--- src/hw/rtl/ssee_pkg.sv ---
// Shared types, constants and helpers for the sum-of-products evaluator.
// Used by ssee_step, ssee_out and the top level; depends on nothing.
package ssee_pkg;

   localparam int VALUE_WIDTH  = 32;
   localparam int RSP_DATA_W   = ((VALUE_WIDTH + 7) / 8) * 8;
   localparam int CH_WIDTH     = 8;
   localparam int STATUS_WIDTH = 2;
   localparam int DIGIT_WIDTH  = 4;

   localparam logic [VALUE_WIDTH-1:0] VALUE_ZERO = '0;
   localparam logic [VALUE_WIDTH-1:0] VALUE_ONE  = {{(VALUE_WIDTH-1){1'b0}}, 1'b1};

   // Character codes
   localparam logic [CH_WIDTH-1:0] CH_ZERO  = 8'h30;
   localparam logic [CH_WIDTH-1:0] CH_NINE  = 8'h39;
   localparam logic [CH_WIDTH-1:0] CH_PLUS  = 8'h2B;
   localparam logic [CH_WIDTH-1:0] CH_STAR  = 8'h2A;
   localparam logic [CH_WIDTH-1:0] CH_SPACE = 8'h20;
   localparam logic [CH_WIDTH-1:0] CH_TAB   = 8'h09;
   localparam logic [CH_WIDTH-1:0] CH_CR    = 8'h0D;

   typedef enum logic [2:0] {
      PH_EXPECT_NUM = 3'd0,
      PH_IN_NUM     = 3'd1,
      PH_EXPECT_OP  = 3'd2,
      PH_DONE       = 3'd3,
      PH_ERROR      = 3'd4
   } phase_type;

   typedef enum logic [STATUS_WIDTH-1:0] {
      ST_OK           = 2'd0,
      ST_UNKNOWN      = 2'd1,
      ST_NUM_EXPECTED = 2'd2
   } status_type;

   // Finished expression: the result is addend_a + addend_b
   typedef struct packed {
      status_type                status;
      logic [VALUE_WIDTH-1:0]    addend_a;
      logic [VALUE_WIDTH-1:0]    addend_b;
   } fin_type;

   function automatic logic is_digit(input logic [CH_WIDTH-1:0] c);
      return (c >= CH_ZERO) && (c <= CH_NINE);
   endfunction

   function automatic logic is_blank(input logic [CH_WIDTH-1:0] c);
      return (c == CH_SPACE) || ((c >= CH_TAB) && (c <= CH_CR));
   endfunction

   // base * d for a single decimal digit, as four shifted partial products
   function automatic logic [VALUE_WIDTH-1:0] mul_digit(
      input logic [VALUE_WIDTH-1:0] base,
      input logic [DIGIT_WIDTH-1:0] d
   );
      logic [VALUE_WIDTH-1:0] acc;
      acc = VALUE_ZERO;
      for (int i = 0; i < DIGIT_WIDTH; i++) begin
         if (d[i]) begin
            acc = acc + (base << i);
         end
      end
      return acc;
   endfunction

endpackage

--- src/hw/rtl/ssee_step.sv ---
// Input register and parser state for the evaluator; one byte per cycle unless stalled by ssee_out.
// Depends on ssee_pkg. Hands finished expressions to ssee_out.
module ssee_step (
   input  logic                          clock,
   input  logic                          reset,
   input  logic                          in_valid,
   output logic                          in_ready,
   input  logic [ssee_pkg::CH_WIDTH-1:0] in_ch,
   input  logic                          in_last,
   output logic                          fin_valid,
   input  logic                          fin_ready,
   output ssee_pkg::fin_type             fin
);
   import ssee_pkg::*;

   logic                   in_valid_ff, in_valid_in;
   logic [CH_WIDTH-1:0]    in_ch_ff;
   logic                   in_last_ff;
   logic                   in_fire;

   phase_type              phase_ff, phase_in, phase_upd;
   logic [VALUE_WIDTH-1:0] sum_ff, sum_in, sum_upd;
   // base: product of the closed numbers of the current term
   // term: base times the number being built
   logic [VALUE_WIDTH-1:0] base_ff, base_in, base_upd;
   logic [VALUE_WIDTH-1:0] term_ff, term_in, term_upd;
   status_type             err_ff, err_in, err_upd;

   logic                   fin_valid_ff, fin_valid_in;
   fin_type                fin_ff, fin_in;

   logic                   ch_digit, ch_blank, ch_plus, ch_star;
   logic [DIGIT_WIDTH-1:0] digit_val;
   logic [VALUE_WIDTH-1:0] closed, base_digit, term_grow;

   // Handshake on the input register
   assign in_fire     = in_valid_ff && (!fin_valid_ff || fin_ready);
   assign in_ready    = !in_valid_ff || in_fire;
   assign in_valid_in = in_ready ? in_valid : in_valid_ff;

   always_ff @(posedge clock) begin
      if (reset) begin
         in_valid_ff <= 1'b0;
      end else begin
         in_valid_ff <= in_valid_in;
      end
      if (in_ready && in_valid) begin
         in_ch_ff   <= in_ch;
         in_last_ff <= in_last;
      end
   end

   // Character classes and the number arithmetic
   assign ch_digit   = is_digit(in_ch_ff);
   assign ch_blank   = is_blank(in_ch_ff);
   assign ch_plus    = (in_ch_ff == CH_PLUS);
   assign ch_star    = (in_ch_ff == CH_STAR);
   assign digit_val  = in_ch_ff[DIGIT_WIDTH-1:0];
   assign closed     = (phase_ff == PH_IN_NUM) ? term_ff : base_ff;
   assign base_digit = mul_digit(base_ff, digit_val);
   // product * (n*10 + d) = term*10 + base*d
   assign term_grow  = (term_ff << 3) + (term_ff << 1) + base_digit;

   // Next phase
   always_comb begin
      phase_upd = phase_ff;
      unique case (phase_ff)
         PH_IN_NUM: begin
            priority if (ch_digit) begin
               phase_upd = PH_IN_NUM;
            end else if (ch_blank) begin
               phase_upd = PH_EXPECT_OP;
            end else if (ch_plus || ch_star) begin
               phase_upd = PH_EXPECT_NUM;
            end else begin
               phase_upd = PH_ERROR;
            end
         end
         PH_EXPECT_OP: begin
            priority if (ch_blank) begin
               phase_upd = PH_EXPECT_OP;
            end else if (ch_plus || ch_star) begin
               phase_upd = PH_EXPECT_NUM;
            end else if (ch_digit) begin
               phase_upd = PH_DONE;
            end else begin
               phase_upd = PH_ERROR;
            end
         end
         PH_DONE, PH_ERROR: begin
            phase_upd = phase_ff;
         end
         default: begin
            priority if (ch_blank) begin
               phase_upd = PH_EXPECT_NUM;
            end else if (ch_digit) begin
               phase_upd = PH_IN_NUM;
            end else begin
               phase_upd = PH_ERROR;
            end
         end
      endcase
   end

   // Datapath updates per phase
   always_comb begin
      sum_upd  = sum_ff;
      base_upd = base_ff;
      term_upd = term_ff;
      err_upd  = err_ff;
      unique case (phase_ff)
         PH_IN_NUM, PH_EXPECT_OP: begin
            priority if (ch_digit && (phase_ff == PH_IN_NUM)) begin
               term_upd = term_grow;
            end else if (ch_plus) begin
               sum_upd  = sum_ff + closed;
               base_upd = VALUE_ONE;
            end else if (ch_digit) begin
               // second number: the expression so far is final
               sum_upd  = sum_ff + closed;
            end else if (ch_blank || ch_star) begin
               base_upd = closed;
            end else begin
               err_upd  = ST_UNKNOWN;
            end
         end
         PH_DONE, PH_ERROR: begin
            sum_upd = sum_ff;
         end
         default: begin
            priority if (ch_digit) begin
               term_upd = base_digit;
            end else if (ch_plus || ch_star) begin
               err_upd  = ST_NUM_EXPECTED;
            end else if (!ch_blank) begin
               err_upd  = ST_UNKNOWN;
            end
         end
      endcase
   end

   // Finished expression operands, taken from the updated state
   always_comb begin
      fin_in.status   = ST_OK;
      fin_in.addend_a = VALUE_ZERO;
      fin_in.addend_b = VALUE_ZERO;
      unique case (phase_upd)
         PH_IN_NUM: begin
            fin_in.addend_a = sum_upd;
            fin_in.addend_b = term_upd;
         end
         PH_EXPECT_OP: begin
            fin_in.addend_a = sum_upd;
            fin_in.addend_b = base_upd;
         end
         PH_DONE: begin
            fin_in.addend_a = sum_upd;
         end
         PH_ERROR: begin
            fin_in.status = err_upd;
         end
         default: begin
            fin_in.status = ST_NUM_EXPECTED;
         end
      endcase
   end

   // State advance; the last byte returns everything to the reset state
   always_comb begin
      phase_in = phase_ff;
      sum_in   = sum_ff;
      base_in  = base_ff;
      term_in  = term_ff;
      err_in   = err_ff;
      priority if (in_fire && in_last_ff) begin
         phase_in = PH_EXPECT_NUM;
         sum_in   = VALUE_ZERO;
         base_in  = VALUE_ONE;
         term_in  = VALUE_ZERO;
         err_in   = ST_OK;
      end else if (in_fire) begin
         phase_in = phase_upd;
         sum_in   = sum_upd;
         base_in  = base_upd;
         term_in  = term_upd;
         err_in   = err_upd;
      end
   end

   assign fin_valid_in = (in_fire && in_last_ff) || (fin_valid_ff && !fin_ready);

   always_ff @(posedge clock) begin
      if (reset) begin
         phase_ff     <= PH_EXPECT_NUM;
         sum_ff       <= VALUE_ZERO;
         base_ff      <= VALUE_ONE;
         term_ff      <= VALUE_ZERO;
         err_ff       <= ST_OK;
         fin_valid_ff <= 1'b0;
      end else begin
         phase_ff     <= phase_in;
         sum_ff       <= sum_in;
         base_ff      <= base_in;
         term_ff      <= term_in;
         err_ff       <= err_in;
         fin_valid_ff <= fin_valid_in;
      end
      if (in_fire && in_last_ff) begin
         fin_ff <= fin_in;
      end
   end

   assign fin_valid = fin_valid_ff;
   assign fin       = fin_ff;

endmodule

--- src/hw/rtl/ssee_out.sv ---
// Result stage: final add of the finished expression and the output register.
// Depends on ssee_pkg; fed by ssee_step.
module ssee_out (
   input  logic                              clock,
   input  logic                              reset,
   input  logic                              fin_valid,
   output logic                              fin_ready,
   input  ssee_pkg::fin_type                 fin,
   output logic                              rsp_tvalid,
   input  logic                              rsp_tready,
   output logic [ssee_pkg::RSP_DATA_W-1:0]   rsp_tdata,
   output logic [ssee_pkg::STATUS_WIDTH-1:0] rsp_tuser
);
   import ssee_pkg::*;

   logic                   out_valid_ff, out_valid_in;
   logic [VALUE_WIDTH-1:0] out_value_ff, out_value_in;
   status_type             out_status_ff;
   logic                   load;

   assign fin_ready    = !out_valid_ff || rsp_tready;
   assign load         = fin_valid && fin_ready;
   assign out_valid_in = load || (out_valid_ff && !rsp_tready);
   assign out_value_in = fin.addend_a + fin.addend_b;

   always_ff @(posedge clock) begin
      if (reset) begin
         out_valid_ff <= 1'b0;
      end else begin
         out_valid_ff <= out_valid_in;
      end
      if (load) begin
         out_value_ff  <= out_value_in;
         out_status_ff <= fin.status;
      end
   end

   assign rsp_tvalid = out_valid_ff;
   assign rsp_tdata  = RSP_DATA_W'(out_value_ff);
   assign rsp_tuser  = out_status_ff;

endmodule

--- src/hw/rtl/sum_of_products_expression_evaluator_top.sv ---
// Top level of the sum-of-products expression evaluator.
// Depends on ssee_pkg, ssee_step and ssee_out.
//
// Usage:
//   The req channel carries the expression text, one ASCII byte per item;
//   req_tlast marks the final byte. Numbers are decimal, joined by '+' and
//   '*' ('*' binds tighter); whitespace between tokens is skipped.
//   The rsp channel carries exactly one item per expression, produced by the
//   byte with req_tlast set: rsp_tdata holds the value (unsigned,
//   wrapped at VALUE_WIDTH bits, zero on error), rsp_tuser the status
//   (0 ok, 1 unknown character, 2 number expected).
//   Throughput: one byte per cycle while no result is blocked. Each byte costs one add tree
//   (number*10 plus product*digit) in the parser stage; no full multiplier.
//   The result of the last accepted byte passes through the input register,
//   the parser/finish register, the adder and the output register.
//   Reset clears the parser to the start of a new expression and empties the
//   input, finish and output registers. After each result the parser restarts
//   on its own. When rsp_tready is low the result holds in the output register;
//   a later result waits in the finish register. While that result is blocked the
//   parser holds, the input register takes one more byte and req_tready drops.
module sum_of_products_expression_evaluator_top (
   input  logic                              clock,
   input  logic                              reset,
   input  logic                              req_tvalid,
   output logic                              req_tready,
   input  logic [ssee_pkg::CH_WIDTH-1:0]     req_tdata,  // [7:0] ch
   input  logic                              req_tlast,
   output logic                              rsp_tvalid,
   input  logic                              rsp_tready,
   output logic [ssee_pkg::RSP_DATA_W-1:0]   rsp_tdata,  // [VALUE_WIDTH-1:0] value
   output logic [ssee_pkg::STATUS_WIDTH-1:0] rsp_tuser   // [1:0] status
);
   import ssee_pkg::*;

   logic    fin_valid;
   logic    fin_ready;
   fin_type fin;

   // Parser: input register plus running sum / term state
   ssee_step u_step (
      .clock     (clock),
      .reset     (reset),
      .in_valid  (req_tvalid),
      .in_ready  (req_tready),
      .in_ch     (req_tdata),
      .in_last   (req_tlast),
      .fin_valid (fin_valid),
      .fin_ready (fin_ready),
      .fin       (fin)
   );

   // Final add and output register
   ssee_out u_out (
      .clock      (clock),
      .reset      (reset),
      .fin_valid  (fin_valid),
      .fin_ready  (fin_ready),
      .fin        (fin),
      .rsp_tvalid (rsp_tvalid),
      .rsp_tready (rsp_tready),
      .rsp_tdata  (rsp_tdata),
      .rsp_tuser  (rsp_tuser)
   );

endmodule
--- config.mk ---
export PLATFORM = sky130hd
export DESIGN_NAME = sum_of_products_expression_evaluator_top
export DESIGN_NICKNAME = d
export VERILOG_FILES = /design/src/hw/rtl/ssee_pkg.sv /design/src/hw/rtl/ssee_step.sv /design/src/hw/rtl/ssee_out.sv /design/src/hw/rtl/sum_of_products_expression_evaluator_top.sv
export SDC_FILE = /design/constraint.sdc
export NUM_CORES = 1
export LEC_CHECK = 0
export BUFFER_PORTS_ARGS = -buffer_cell sky130_fd_sc_hd__clkbuf_2
export CAP_MARGIN = 5
export CORE_MARGIN = 4
export CORE_UTILIZATION = 30
export DETAILED_ROUTE_END_ITERATION = 6
export PLACE_DENSITY = 0.44
export SLEW_MARGIN = 20
export SYNTH_ARGS = -nofsm -noshare
export SYNTH_HDL_FRONTEND = slang
export SYNTH_SLANG_ARGS = --single-unit
--- constraint.sdc ---
create_clock -name clock -period 16.9 [get_ports clock]
set_input_delay 1.69 -clock clock [delete_from_list [all_inputs] [get_ports clock]]
set_output_delay 1.69 -clock clock [all_outputs]
set_load 0.1 [all_outputs]
Word-level counts from Yosys, hierarchy flattened
Cells that the tools add are included.

storage, ports and cells
  bits in registers = 213
  output and inout port bits = 36
  bits of input ports = 13
  logic and storage cells = 99

cells by class
  multiplexer cells = 36
  add/sub/neg operators = 7
  equal/unequal tests = 11
  reduce and logical (&&, ||, !) cells = 26
  $lt $le $gt $ge = 4

operators with widths
  cell                                                             number
  two-way mux 32 bit                                               16
  adder 32 bit                                                     7
  one-hot mux 32 bit (2 select lines)                              2
  == test 8 x 6 -> 1 bit (second input constant)                   3
  two-way mux 3 bit                                                8
  two-way mux 2 bit                                                7
  == test 3 x 2 -> 1 bit (second input constant)                   4
  logical AND 1 bit                                                9
  one-hot mux 3 bit (3 select lines)                               1
  >= comparator 8 x 4 -> 1 bit (second input constant)             1
  >= comparator 8 x 6 -> 1 bit (second input constant)             1
  less-or-equal comparator 8 x 4 -> 1 bit (second input constant)  1
  less-or-equal comparator 8 x 6 -> 1 bit (second input constant)  1
  logical OR 1 bit                                                 8
  one-hot mux 2 bit (2 select lines)                               2
  == test 3 x 1 -> 1 bit (second input constant)                   2
  == test 3 bit (second input constant)                            2
  OR reduction 2 bit                                               3
  logical NOT 1 bit                                                5
  OR reduction 3 bit                                               1

Logic depth before layout (Yosys ltp)
Gate-level depths: netlist of run 1.

  word-level depth = 11
  gate-level depth with buffers = 51
  depth with buffers taken out = 46

Cells and area by module
Synthesis of run 1 repeated with hierarchy kept, for this count alone.

second synthesis, totals
  cells, all modules = 2,649
  area total of the unflattened synthesis = 20,961.4 sq um

by module, submodules not included
  module     area each (sq um)  cells an instance  instances  seq. area each (sq um)
  ssee_step  18,151.2           2,370              1          4,314.1
  ssee_out   2,810.2            279                1          1,041.0

Least setup slack after synthesis of run 1
Ideal clock, no wire load.

  kind = register to register
  from = reg u_step.in_ch_ff[0]
  to = reg u_step.term_ff[31]
  required time = 16.833 ns
  arrival time = 9.638 ns
  slack = 7.194 ns
  path buffers = 6
  setup time = 0.067 ns
  clock period less this slack = 9.706 ns
  cell stages (with the launch flop) = 49
  cell sequence = edfxtp_1 -> buf_6 -> clkbuf_1 -> clkbuf_1 -> clkbuf_1 -> clkbuf_1 -> nand2_1 -> xnor2_1 -> ha_1 -> nor3_1 -> o41a_1 -> a211oi_2 -> or2_1 -> clkbuf_1 -> xnor2_1 -> nand2_1 -> xor2_1 -> ha_1 -> [13 not listed] -> xnor2_1 -> mux2_2 -> inv_1 -> fa_1 -> inv_1 -> ha_1 -> o21ai_1 -> o21bai_1 -> a2111oi_0 -> o21ai_0 -> o311ai_1 -> a21oi_1 -> o21a_1 -> nor2_1 -> a31oi_1 -> or3_1 -> mux2_4 -> a21oi_2

between the ends
  word-level cells in the longest chain between the ends = 10
  elaborated cells on any way between the ends = 15
  classes of those cells = add/sub (4); order compare (2); mux (7); reduce/logical (2)

ends and longest elaborated chain
  what                                     line              text
  from (decl)                              ssee_step.sv:17   logic [CH_WIDTH-1:0] in_ch_ff;
  from (signal assigned)                   ssee_step.sv:48   in_ch_ff <= in_ch;
  two-way mux 32 bit                       ssee_pkg.sv:60    if (d[i]) begin
  adder 32 bit                             ssee_pkg.sv:61    acc = acc + (base << i);
  two-way mux 32 bit                       ssee_pkg.sv:60
  adder 32 bit                             ssee_pkg.sv:61
  two-way mux 32 bit                       ssee_pkg.sv:60
  adder 32 bit                             ssee_pkg.sv:61
  two-way mux 32 bit                       ssee_pkg.sv:60
  adder 32 bit                             ssee_step.sv:62   assign term_grow = (term_ff << 3) + (term_ff << 1) + base_digit;
  two-way mux 32 bit                       ssee_step.sv:113  priority if (ch_digit && (phase_ff == PH_IN_NUM)) begin
  one-hot mux 32 bit (2 select lines) (*)  ssee_step.sv:111  unique case (phase_ff)
  to (signal assigned)                     ssee_step.sv:204  term_ff <= term_in;
  to (decl)                                ssee_step.sv:26   logic [VALUE_WIDTH-1:0] term_ff, term_in, term_upd;

Every way passes the cells marked *; elsewhere a longest branch is shown, timed or not.
A chain may end at the register's enable or synchronous reset.

Worst setup path in the final report of run 1
Ends and elaborated chain as after synthesis.

==> results of run 1 <==
==> how the worst max path moves through the flow <==
stage,cells after the start,endpoint,start,slack [ns]
floorplan,48,u_step.term_ff[31],u_step.in_ch_ff[0],7.19
global placement,43,u_step.term_ff[31],u_step.in_ch_ff[0],6.87
detailed placement,43,u_step.term_ff[31],u_step.in_ch_ff[0],6.56
CTS,43,u_step.term_ff[31],u_step.in_ch_ff[0],6.54
global route,46,u_step.fin[30],u_step.in_ch_ff[0],5.75
finish,43,u_step.term_ff[31],u_step.in_ch_ff[0],6.51
==> per-layer routing <==
layer / part of all wire / vias to the layer above / track usage
met5: 0 / - / 0
met4: 0.017 / 0 / 0.0370
met3: 0.047 / 61 / 0.0181
met2: 0.45 / 415 / 0.282
met1: 0.49 / 8373 / 0.247
li1: - / 8842 / -
==> per-stage QoR <==
stage | util | instance area (um2) | setup slack (ns)
floorplan | - | 19800 | 7.19
global placement | 0.322 | 20900 | 6.87
detailed placement | 0.322 | 20900 | 6.56
CTS | 0.337 | 21900 | 6.54
global route | 0.337 | 21900 | 5.75
finish | 0.337 | 21900 | 6.51
==> cells by family after synthesis <==
group / after synthesis
AO/OA/AOI/OAI: 799
AND/OR/NAND/NOR: 731
buffers and inverters: 271
adder cells (fa/ha/maj): 216
flip-flops: 213
XOR/XNOR: 159
multiplexers: 58
==> where the power goes <==
group	total, W	internal, W	switching (W)
logic	0.000145	0.0000442	0.000101
registers	0.000558	0.000553	0.00000567
clock network	0.000629	0.000393	0.000236
total	0.00133	0.000990	0.000342
==> synthesized netlist by cell type, types with 9 or more instances <==
cell type	n	area share
nand2b_1	27	0.0085
o21bai_1	29	0.011
o31ai_1	15	0.0057
buf_1	11	0.0021
a221oi_1	9	0.0040
nor2b_1	23	0.0073
edfxtp_1	109	0.17
a211oi_1	24	0.0091
clkbuf_1	92	0.017
mux2_2	22	0.012
o221ai_1	20	0.0088
inv_1	162	0.031
and2_1	28	0.0088
a22oi_1	26	0.0098
xnor2_1	99	0.044
xor2_1	59	0.026
nand3_1	53	0.013
and3_1	19	0.0060
dfxtp_1	104	0.11
o21ai_0	146	0.037
ha_1	178	0.11
a21oi_1	227	0.057
o22ai_1	17	0.0054
nor3_1	34	0.0086
o21a_1	29	0.011
nand4_1	9	0.0028
a21o_1	80	0.030
mux2i_1	34	0.017
a211o_1	13	0.0057
nor2_1	186	0.035
nand2_1	298	0.056
fa_1	33	0.033
o21ai_1	31	0.0078
or3_1	12	0.0038
a31oi_1	19	0.0060
o211ai_1	25	0.0095
==> sequential cells by signal (all words and copies together), names as in the netlist, 2 cells and up <==
| signal | flops |
|---|---|
| u_step.fin | 66 |
| u_out.rsp_tdata | 32 |
| u_step.base_ff | 32 |
| u_step.sum_ff | 32 |
| u_step.term_ff | 32 |
| u_step.in_ch_ff | 8 |
| u_step.phase_ff | 3 |
| u_out.rsp_tuser | 2 |
| u_step.err_ff | 2 |
==> worst max-delay path, delay by kind of cell, from the launching register on <==
family / cells / cell delay [ns]
DFF: 1 / 0.32
and+or+nand+nor: 9 / 1.65
buffers and inverters: 4 / 0.75
adders and majority gates: 6 / 2.18
xor gates and xnor gates: 3 / 0.46
AOI/OAI and AO/OA: 19 / 4.30
muxes: 2 / 0.57
==> area by class of cell <==
| cell class | instances | area (um2) | share of cell area |
|---|---|---|---|
| Clock inverter | 13 | 225 | 0.0103 |
| Tap cell | 855 | 1070 | 0.0489 |
| Clock buffer | 35 | 726 | 0.0332 |
| Multi-Input combinational cell | 1963 | 13500 | 0.615 |
| Sequential cell | 213 | 5360 | 0.245 |
| Timing Repair Buffer | 75 | 443 | 0.0202 |
| Inverter | 163 | 612 | 0.0280 |
==> results.sh, run 1 <==
export IMPL_status="complete, no violations"
export IMPL_syn_area_um2=19800
export IMPL_p_leak_nw=9.32
export IMPL_start_util=0.305
export IMPL_worst_path_max_fanout=55
export IMPL_synth_nets=2671
export IMPL_ctsLongestPathBuffers=3
export IMPL_tns_ns=0
export IMPL_synthAdderAreaFrac=0.148
export IMPL_synth_simple_gate_area_frac=0.167
export IMPL_critPathLaunchType="flop"
export IMPL_htreeDepth=1
export IMPL_p_per_area_nw_per_um2=60.9
export IMPL_post_route_min_period_ns=10.39
export IMPL_dp_cells=3269
export IMPL_rsz0062_at_grt="false"
export IMPL_cts_tree="done"
export IMPL_hold_path_startpoint="u_step.fin[65]"
export IMPL_reg2regPathDepth=43
export IMPL_grt_max_degree=64
export IMPL_fin_nets=2666
export IMPL_grt_pass1_vias=17100
export IMPL_route_detailed_drc=0
export IMPL_syn_avg_cell_area_um2=8.10
export IMPL_regToRegEndpoint="u_step.term_ff[31]"
export IMPL_syn_to_final_growth_pct=10.4
export IMPL_grt_overflow=0
export IMPL_wl_um=62800
export IMPL_async_reset_ff_frac=0
export IMPL_ys_seq_area_frac=0.270
export IMPL_min_delay_worst_endpoint="u_out.rsp_tuser[1]"
export IMPL_synth_top_family_by_area="compound AO/OA/AOI/OAI gates"
export IMPL_ys_ff_latch=213
export IMPL_dieHeight_um=265
export IMPL_r2r_start="u_step.in_ch_ff[0]"
export IMPL_drive_gt1_frac=0.0695
export IMPL_hold_viol=0
export IMPL_clock_skew_ns=0.0159
export IMPL_final_cell_mix="nand2_1, a21oi_1, nor2_1"
export IMPL_cpMostUsedCell="ha_1"
export IMPL_first_pass_iters=7
export IMPL_synth_flop_cell="edfxtp_1"
export IMPL_via_per_inst=5.33
export IMPL_synth_mux_area_frac=0.0310
export IMPL_timing_hold_ws_ns=0.440
export IMPL_antenna_found_initial=0
export IMPL_synth_compound_area_frac=0.260
export IMPL_synth_xor_area_frac=0.0710
export IMPL_synth_cell_types=90
export IMPL_coreArea_um2=64900
export IMPL_fillers=6772
export IMPL_max_slew_margin=0.217
export IMPL_synth_edf_count=109
export IMPL_final_common_cell="nand2_1"
export IMPL_clock_latency_ns=0.55
export IMPL_maxCapViolations=0
export IMPL_worst_setup_path_end_kind="flop"
export IMPL_yosys_warnings=0
export IMPL_p_total_w=0.00133
export IMPL_grt_pass1_wl_um=97600
export IMPL_dieArea_um2=70300
export IMPL_grt_usage=0.172
export IMPL_cts_setup_buffers=0
export IMPL_vias=17700
export IMPL_cts_inserted_buffers=26
export IMPL_fin_cells=3317
export IMPL_cts_root_buf="clkbuf_16"
export IMPL_drtIter0Drc=1220
export IMPL_post_cts_resized=0
export IMPL_rows=93
export IMPL_hold_depth=0
export IMPL_tightest_slew_ns=1.14
export IMPL_io_pins=49
export IMPL_cp_data_arrival_time_ns=10.87
export IMPL_finalWeightedCongestion=0.935
export IMPL_drv_slew=0
export IMPL_cts_sinks=213
export IMPL_fin_crit_sh=0.615
export IMPL_max_stage_delay_ns=0.51
export IMPL_numPortBuffers=48
export IMPL_die_w_um=265
export IMPL_hold_buffers=0
export IMPL_worst_hold_path_type="flop to flop"
export IMPL_path_clk_slew_ns=0.07
export IMPL_slowest_stage="o41a_1"
export IMPL_worst_setup_path_type="flop to flop"
export IMPL_timing_fmax_mhz=96.3
export IMPL_num_antenna_cells=0
export IMPL_setup_viol=0
export IMPL_wl_per_cell_um=18.9
export IMPL_ant_nets=0
export IMPL_vdd_drop_max_uv=76.3
export IMPL_netlist_instances=2447
export IMPL_cp_required_ns=17.38
export IMPL_reg2reg_slack_ns=6.51
export IMPL_place_hpwl_um=48400
(Power assumes the default switching activity.)
==> run 2, diff against run 1 <==
--- a/config.mk
+++ b/config.mk
@@ -5,12 +5,13 @@
 export SDC_FILE = /design/constraint.sdc
 export NUM_CORES = 1
 export LEC_CHECK = 0
+export ABC_AREA = 1
 export BUFFER_PORTS_ARGS = -buffer_cell sky130_fd_sc_hd__clkbuf_2
 export CAP_MARGIN = 5
 export CORE_MARGIN = 4
 export CORE_UTILIZATION = 30
 export DETAILED_ROUTE_END_ITERATION = 6
-export PLACE_DENSITY = 0.44
+export PLACE_DENSITY = 0.46
 export SLEW_MARGIN = 20
 export SYNTH_ARGS = -nofsm -noshare
 export SYNTH_HDL_FRONTEND = slang
==> constraint.sdc (replaced) <==
create_clock -name clock -period 9.35 [get_ports clock]
set_input_delay 0.935 -clock clock [delete_from_list [all_inputs] [get_ports clock]]
set_output_delay 0.935 -clock clock [all_outputs]
set_load 0.1 [all_outputs]
==> run 2 against run 1 <==
  * Worst setup slack worse by 5.8 ns
  * Global-route usage up 1.9 points
  * First-iteration DRC count up 6.3%
  * Worst hold slack worse by 0.022 ns
  * Core utilization down 0.23 points
==> results.sh, run 2 <==
export IMPL_worst_setup_path_type="flop to flop"
export IMPL_final_util=0.335
export IMPL_dieHeight_um=277
export IMPL_worst_hold_path_type="flop to flop"
export IMPL_synth_commonest_cells="nand2_1, inv_1, a21oi_1"
export IMPL_hold_buffers=0
export IMPL_coreArea_um2=71600
export IMPL_setup_viol=0
export IMPL_syn_to_final_growth_pct=10.4
export IMPL_drtIter0Drc=1297
export IMPL_ff_latch_area_um2=5360
export IMPL_grt_overflow=0
export IMPL_synth_nets=3389
export IMPL_dieArea_um2=76700
export IMPL_wl_per_cell_um=18.2
export IMPL_via_per_inst=5.06
export IMPL_ctsLongestPathBuffers=3
export IMPL_fillers=7780
export IMPL_yosysMostFrequentCell="nand2_1"
export IMPL_synth_flop_cell="edfxtp_1"
export IMPL_grt_max_degree=99
export IMPL_timing_fmax_mhz=116
export IMPL_numPortBuffers=48
export IMPL_start_util=0.303
export IMPL_htreeDepth=1
export IMPL_worst_path_max_fanout=5
export IMPL_fin_nets=3410
export IMPL_largest_reg_flops=66
export IMPL_path_clk_slew_ns=0.06
export IMPL_finalWeightedCongestion=1.03
export IMPL_die_w_um=277
export IMPL_clock_latency_ns=0.54
export IMPL_io_pins=49
export IMPL_slowest_stage="edfxtp_1"
export IMPL_max_stage_delay_ns=0.51
export IMPL_tightest_slew_ns=1.09
export IMPL_synth_area_leaders="edfxtp_1, nand2_1, ha_1"
export IMPL_vdd_drop_max_uv=127
export IMPL_critPathLaunchType="flop"
export IMPL_cts_root_buf="clkbuf_16"
export IMPL_maxCapViolations=0
export IMPL_fin_crit_sh=0.922
export IMPL_grt_pass1_vias=20300
export IMPL_ys_ff_latch=213
export IMPL_tns_ns=0
export IMPL_p_total_w=0.00320
export IMPL_route_detailed_drc=0
export IMPL_post_route_min_period_ns=8.62
export IMPL_rows=98
export IMPL_reg2reg_slack_ns=0.73
export IMPL_ant_nets=0
export IMPL_cp_data_arrival_time_ns=8.85
export IMPL_first_pass_iters=6
export IMPL_clock_skew_ns=0.0171
export IMPL_antenna_found_initial=0
export IMPL_yosys_warnings=0
export IMPL_cpMostUsedCell="nand2_1"
export IMPL_multi_input_area_um2=14500
export IMPL_p_per_area_nw_per_um2=134
export IMPL_p_leak_nw=11.2
export IMPL_synth_edf_count=109
export IMPL_hold_viol=0
export IMPL_netlist_instances=3165
export IMPL_rsz0062_at_grt="false"
export IMPL_synth_cell_types=69
export IMPL_drv_slew=0
export IMPL_synth_largest_area_cell="edfxtp_1"
export IMPL_grt_usage=0.191
export IMPL_cts_sinks=213
export IMPL_final_common_cell="nand2_1"
export IMPL_syn_area_um2=21700
export IMPL_yosys_area_top_type_share=0.151
export IMPL_cp_required_ns=9.58
export IMPL_grt_pass1_wl_um=117000
export IMPL_worst_setup_path_end_kind="flop"
export IMPL_status="complete, no violations"
export IMPL_place_hpwl_um=61300
export IMPL_syn_avg_cell_area_um2=6.86
export IMPL_final_cell_mix="nand2_1, inv_1, a21oi_1"
export IMPL_max_slew_margin=0.275
export IMPL_wl_um=75800
export IMPL_cts_inserted_buffers=25
export IMPL_cts_tree="done"
export IMPL_vias=21000
export IMPL_drive_gt1_frac=0.0880
export IMPL_ys_seq_area_frac=0.247
export IMPL_async_reset_ff_frac=0
==> run 2: cell types whose count changed in the layout (fill, tap and decap cells not counted), moves of 21 or more <==
cell,delta
nand2b_1,-27
nand2_2,+32
mux2_2,-22
nand3_1,+141
a21o_1,-60
nand4_1,+21
nor2_1,+49
o21ai_0,+127
xnor2_1,-70
or2_2,+22
a21oi_1,+74
inv_1,+227
nor2b_1,-22
nand2_1,+350
==> run 2: where the power goes <==
| part | internal, W | leakage, nW | switching, W |
|---|---|---|---|
| Clock | 0.000631 | 0.416 | 0.000413 |
| Combinational | 0.000348 | 8.86 | 0.000739 |
| Sequential | 0.00103 | 1.93 | 0.0000412 |
==> run 2: path summary, 6_finish.rpt <==
path	start	to	cells after the start
hold / removal	u_step.fin[64]	u_out.rsp_tuser[0]	0
hold reg to reg	u_step.fin[64]	u_out.rsp_tuser[0]	0
setup / recovery	u_step.in_ch_ff[0]	u_step.fin[28]	47
setup reg to reg	u_step.in_ch_ff[0]	u_step.fin[28]	47
==> run 2: through the flow <==
step           worst slack, ns  instances  hold slack, ns  cell area, um2
2_1_floorplan             1.53       3165           0.400           21700
3_3_place_gp             0.207       4107           0.405           23100
3_5_place_dp             0.166       4107           0.405           23100
4_1_cts                  0.140       4152           0.419           23900
5_1_grt                0.00421       4154           0.424           24000
6_report                 0.730       4155           0.417           24000
==> run 2: final cells by class <==
class | count | area share
tap | 950 | 0.0496
clock inverter | 14 | 0.00866
inverter | 409 | 0.0642
clock buffer | 31 | 0.0270
timing repair buffer | 91 | 0.0240
antenna | 1 | 0.000104
sequential | 213 | 0.223
multi-input combinational | 2446 | 0.603
==> run 2: metal layers <==
metal / up-vias / track usage / share of wire
met5: - / 0 / 0
met4: 0 / 0.0559 / 0.032
met3: 94 / 0.0161 / 0.042
met2: 458 / 0.316 / 0.45
met1: 9698 / 0.265 / 0.48
li1: 10800 / - / -
==> run 2: kinds of logic (layout without fill, tap and decap cells) <==
kind of cell | count (synthesis) | count (layout) | synth area share
mux | 19 | 19 | 0.00934
fa+ha+maj | 211 | 211 | 0.133
simple gates | 1281 | 1281 | 0.260
flops | 213 | 213 | 0.247
compound gates | 831 | 831 | 0.218
buf+inv | 506 | 545 | 0.0908
other cells | 0 | 1 | 0
xor+xnor | 104 | 104 | 0.0420
==> run 2: critical path: cells and delay by family, from the launching register on <==
| family | cells | cell delay [ns] |
|---|---|---|
| AOI/OAI and AO/OA | 15 | 2.73 |
| xor gates and xnor gates | 2 | 0.33 |
| adders and majority gates | 5 | 1.58 |
| buffers and inverters | 5 | 0.41 |
| DFF | 1 | 0.51 |
| and+or+nand+nor | 20 | 2.75 |
==> run 2: repair_timing <==
item,CTS,global route
setup buffers,0,2
resized for setup,0,13
setup endpoints to repair,0,15
==> run 3, diff against run 2 <==
--- a/config.mk
+++ b/config.mk
@@ -10,6 +10,7 @@
 export CAP_MARGIN = 5
 export CORE_MARGIN = 4
 export CORE_UTILIZATION = 30
+export CTS_BUF_LIST = sky130_fd_sc_hd__clkbuf_2
 export DETAILED_ROUTE_END_ITERATION = 6
 export PLACE_DENSITY = 0.46
 export SLEW_MARGIN = 20
==> run 3 against run 2 <==
  * Worst setup slack got worse by 0.052 ns
  * Cell count rose by 1.4%
  * Critical path depth rose by 1
  * Non-clock buffer count did not move
  * Total power fell by 10%
  * Clock skew rose by 0.072 ns
  * Sequential power barely moved
  * Highest routed layer unchanged
  * Combinational power barely moved
==> results.sh, run 3 (synthesis gave the netlist of run 2 again) <==
export IMPL_cts_tree="done"
export IMPL_critPathLaunchType="flop"
export IMPL_max_slew_margin=0.279
export IMPL_final_common_cell="nand2_1"
export IMPL_antenna_found_initial=1
export IMPL_rsz0062_at_grt="false"
export IMPL_reg2reg_slack_ns=0.68
export IMPL_finalWeightedCongestion=1.03
export IMPL_setup_viol=0
export IMPL_wl_per_cell_um=18.0
export IMPL_drv_slew=0
export IMPL_cpMostUsedCell="nand2_1"
export IMPL_hold_buffers=0
export IMPL_largest_reg_flops=66
export IMPL_max_stage_delay_ns=0.55
export IMPL_wl_um=75900
export IMPL_clock_skew_ns=0.0887
export IMPL_rows=98
export IMPL_grt_pass1_vias=20600
export IMPL_grt_max_degree=99
export IMPL_dieHeight_um=277
export IMPL_final_util=0.331
export IMPL_path_clk_slew_ns=0.12
export IMPL_p_per_area_nw_per_um2=122
export IMPL_maxCapViolations=0
export IMPL_worst_setup_path_type="flop to flop"
export IMPL_coreArea_um2=71600
export IMPL_via_per_inst=5.03
export IMPL_place_hpwl_um=61300
export IMPL_syn_to_final_growth_pct=9.12
export IMPL_start_util=0.303
export IMPL_grt_pass1_wl_um=118000
export IMPL_die_w_um=277
export IMPL_fin_cells=4213
export IMPL_grt_usage=0.192
export IMPL_timing_fmax_mhz=115
export IMPL_final_cell_mix="nand2_1, inv_1, a21oi_1"
export IMPL_htreeDepth=2
export IMPL_vias=21200
export IMPL_dieArea_um2=76700
export IMPL_cts_inserted_buffers=55
export IMPL_fin_crit_sh=0.927
export IMPL_drive_gt1_frac=0.101
export IMPL_cts_sinks=213
export IMPL_grt_overflow=0
export IMPL_cts_root_buf="clkbuf_2"
export IMPL_post_route_min_period_ns=8.67
export IMPL_first_pass_iters=7
export IMPL_tns_ns=0
export IMPL_dp_cells=4107
export IMPL_slowest_stage="edfxtp_1"
export IMPL_reg2regPathDepth=48
export IMPL_route_detailed_drc=0
export IMPL_hold_viol=0
export IMPL_critical_path_startpoint="u_step.in_ch_ff[0]"
export IMPL_clock_latency_ns=0.91
export IMPL_p_leak_nw=11.2
export IMPL_numPortBuffers=48
export IMPL_io_pins=49
export IMPL_status="complete, no violations"
export IMPL_worst_setup_path_end_kind="flop"
export IMPL_vdd_drop_max_uv=68.1
export IMPL_crit_end="u_step.fin[24]"
export IMPL_tightest_slew_ns=1.08
export IMPL_ant_nets=0
export IMPL_ctsLongestPathBuffers=3
export IMPL_fin_nets=3440
export IMPL_regToRegEndpoint="u_step.fin[24]"
export IMPL_cp_required_ns=9.97
export IMPL_fillers=7835
export IMPL_cp_data_arrival_time_ns=9.30
export IMPL_drtIter0Drc=1342
export IMPL_r2r_start="u_step.in_ch_ff[0]"
export IMPL_worst_path_max_fanout=5
export IMPL_worst_hold_path_type="primary input to flop"
run 3: how the worst min path moves through the flow:
stage,startpoint,end,slack (ns),cells past startpoint
3_5_place_dp,u_step.fin[64],u_out.rsp_tuser[0],0.40,0
5_1_grt,req_tdata[3],u_step.in_ch_ff[3],0.1,1
6_report,req_tdata[3],u_step.in_ch_ff[3],0.19,1
2_1_floorplan,u_step.fin[64],u_out.rsp_tuser[0],0.40,0
3_3_place_gp,u_step.fin[64],u_out.rsp_tuser[0],0.41,0
4_1_cts,req_tdata[3],u_step.in_ch_ff[3],0.06,1
run 3: worst max-delay path, delay by kind of cell, from the launching register on:
kind                     cells  cell delay, ns
adder cells (fa/ha/maj)      5            1.53
flip-flops                   1            0.55
AO/OA/AOI/OAI               12            2.26
AND/OR/NAND/NOR             23            3.10
XOR/XNOR                     2            0.33
buffers and inverters        6            0.58
run 3: stage by stage:
step	worst slack (ns)	cell area [um2]	power, W	hold slack (ns)
3_3_place_gp	0.207	23100	0.00216	0.405
5_1_grt	0.0381	23700	0.00312	0.0972
4_1_cts	0.0983	23600	0.00291	0.0601
6_report	0.678	23700	0.00288	0.191
2_1_floorplan	1.53	21700	0.00187	0.400
3_5_place_dp	0.166	23100	0.00216	0.405
run 3: what timing repair did:
action                                  4_1_cts  5_1_grt
gates resized for setup                       0       14
endpoints found under the hold margin         0        0
endpoints found under the setup margin        0       16
buffers inserted                              0        2
run 3: area by class of cell:
class | instances | area [um2] | area share
multi-input combinational | 2446 | 14500 | 0.610
sequential | 213 | 5360 | 0.226
inverter | 409 | 1540 | 0.0650
tap | 950 | 1190 | 0.0502
timing repair buffer | 91 | 576 | 0.0243
clock buffer | 71 | 355 | 0.0150
clock inverter | 32 | 210 | 0.00887
antenna | 1 | 2.50 | 0.000106
run 3: routing by layer:
metal  vias to the layer above  global-route usage  wire (um)
met3                       107              0.0194       3370
li1                      10900                   -          -
met2                       481               0.318      34300
met1                      9711               0.264      35900
met5                         -                   0          0
met4                         0              0.0570       2270
run 3: power by group:
part	internal (W)	switching, W
clock	0.000299	0.000430
sequential	0.00103	0.0000406
combinational	0.000348	0.000738
total	0.00167	0.00121
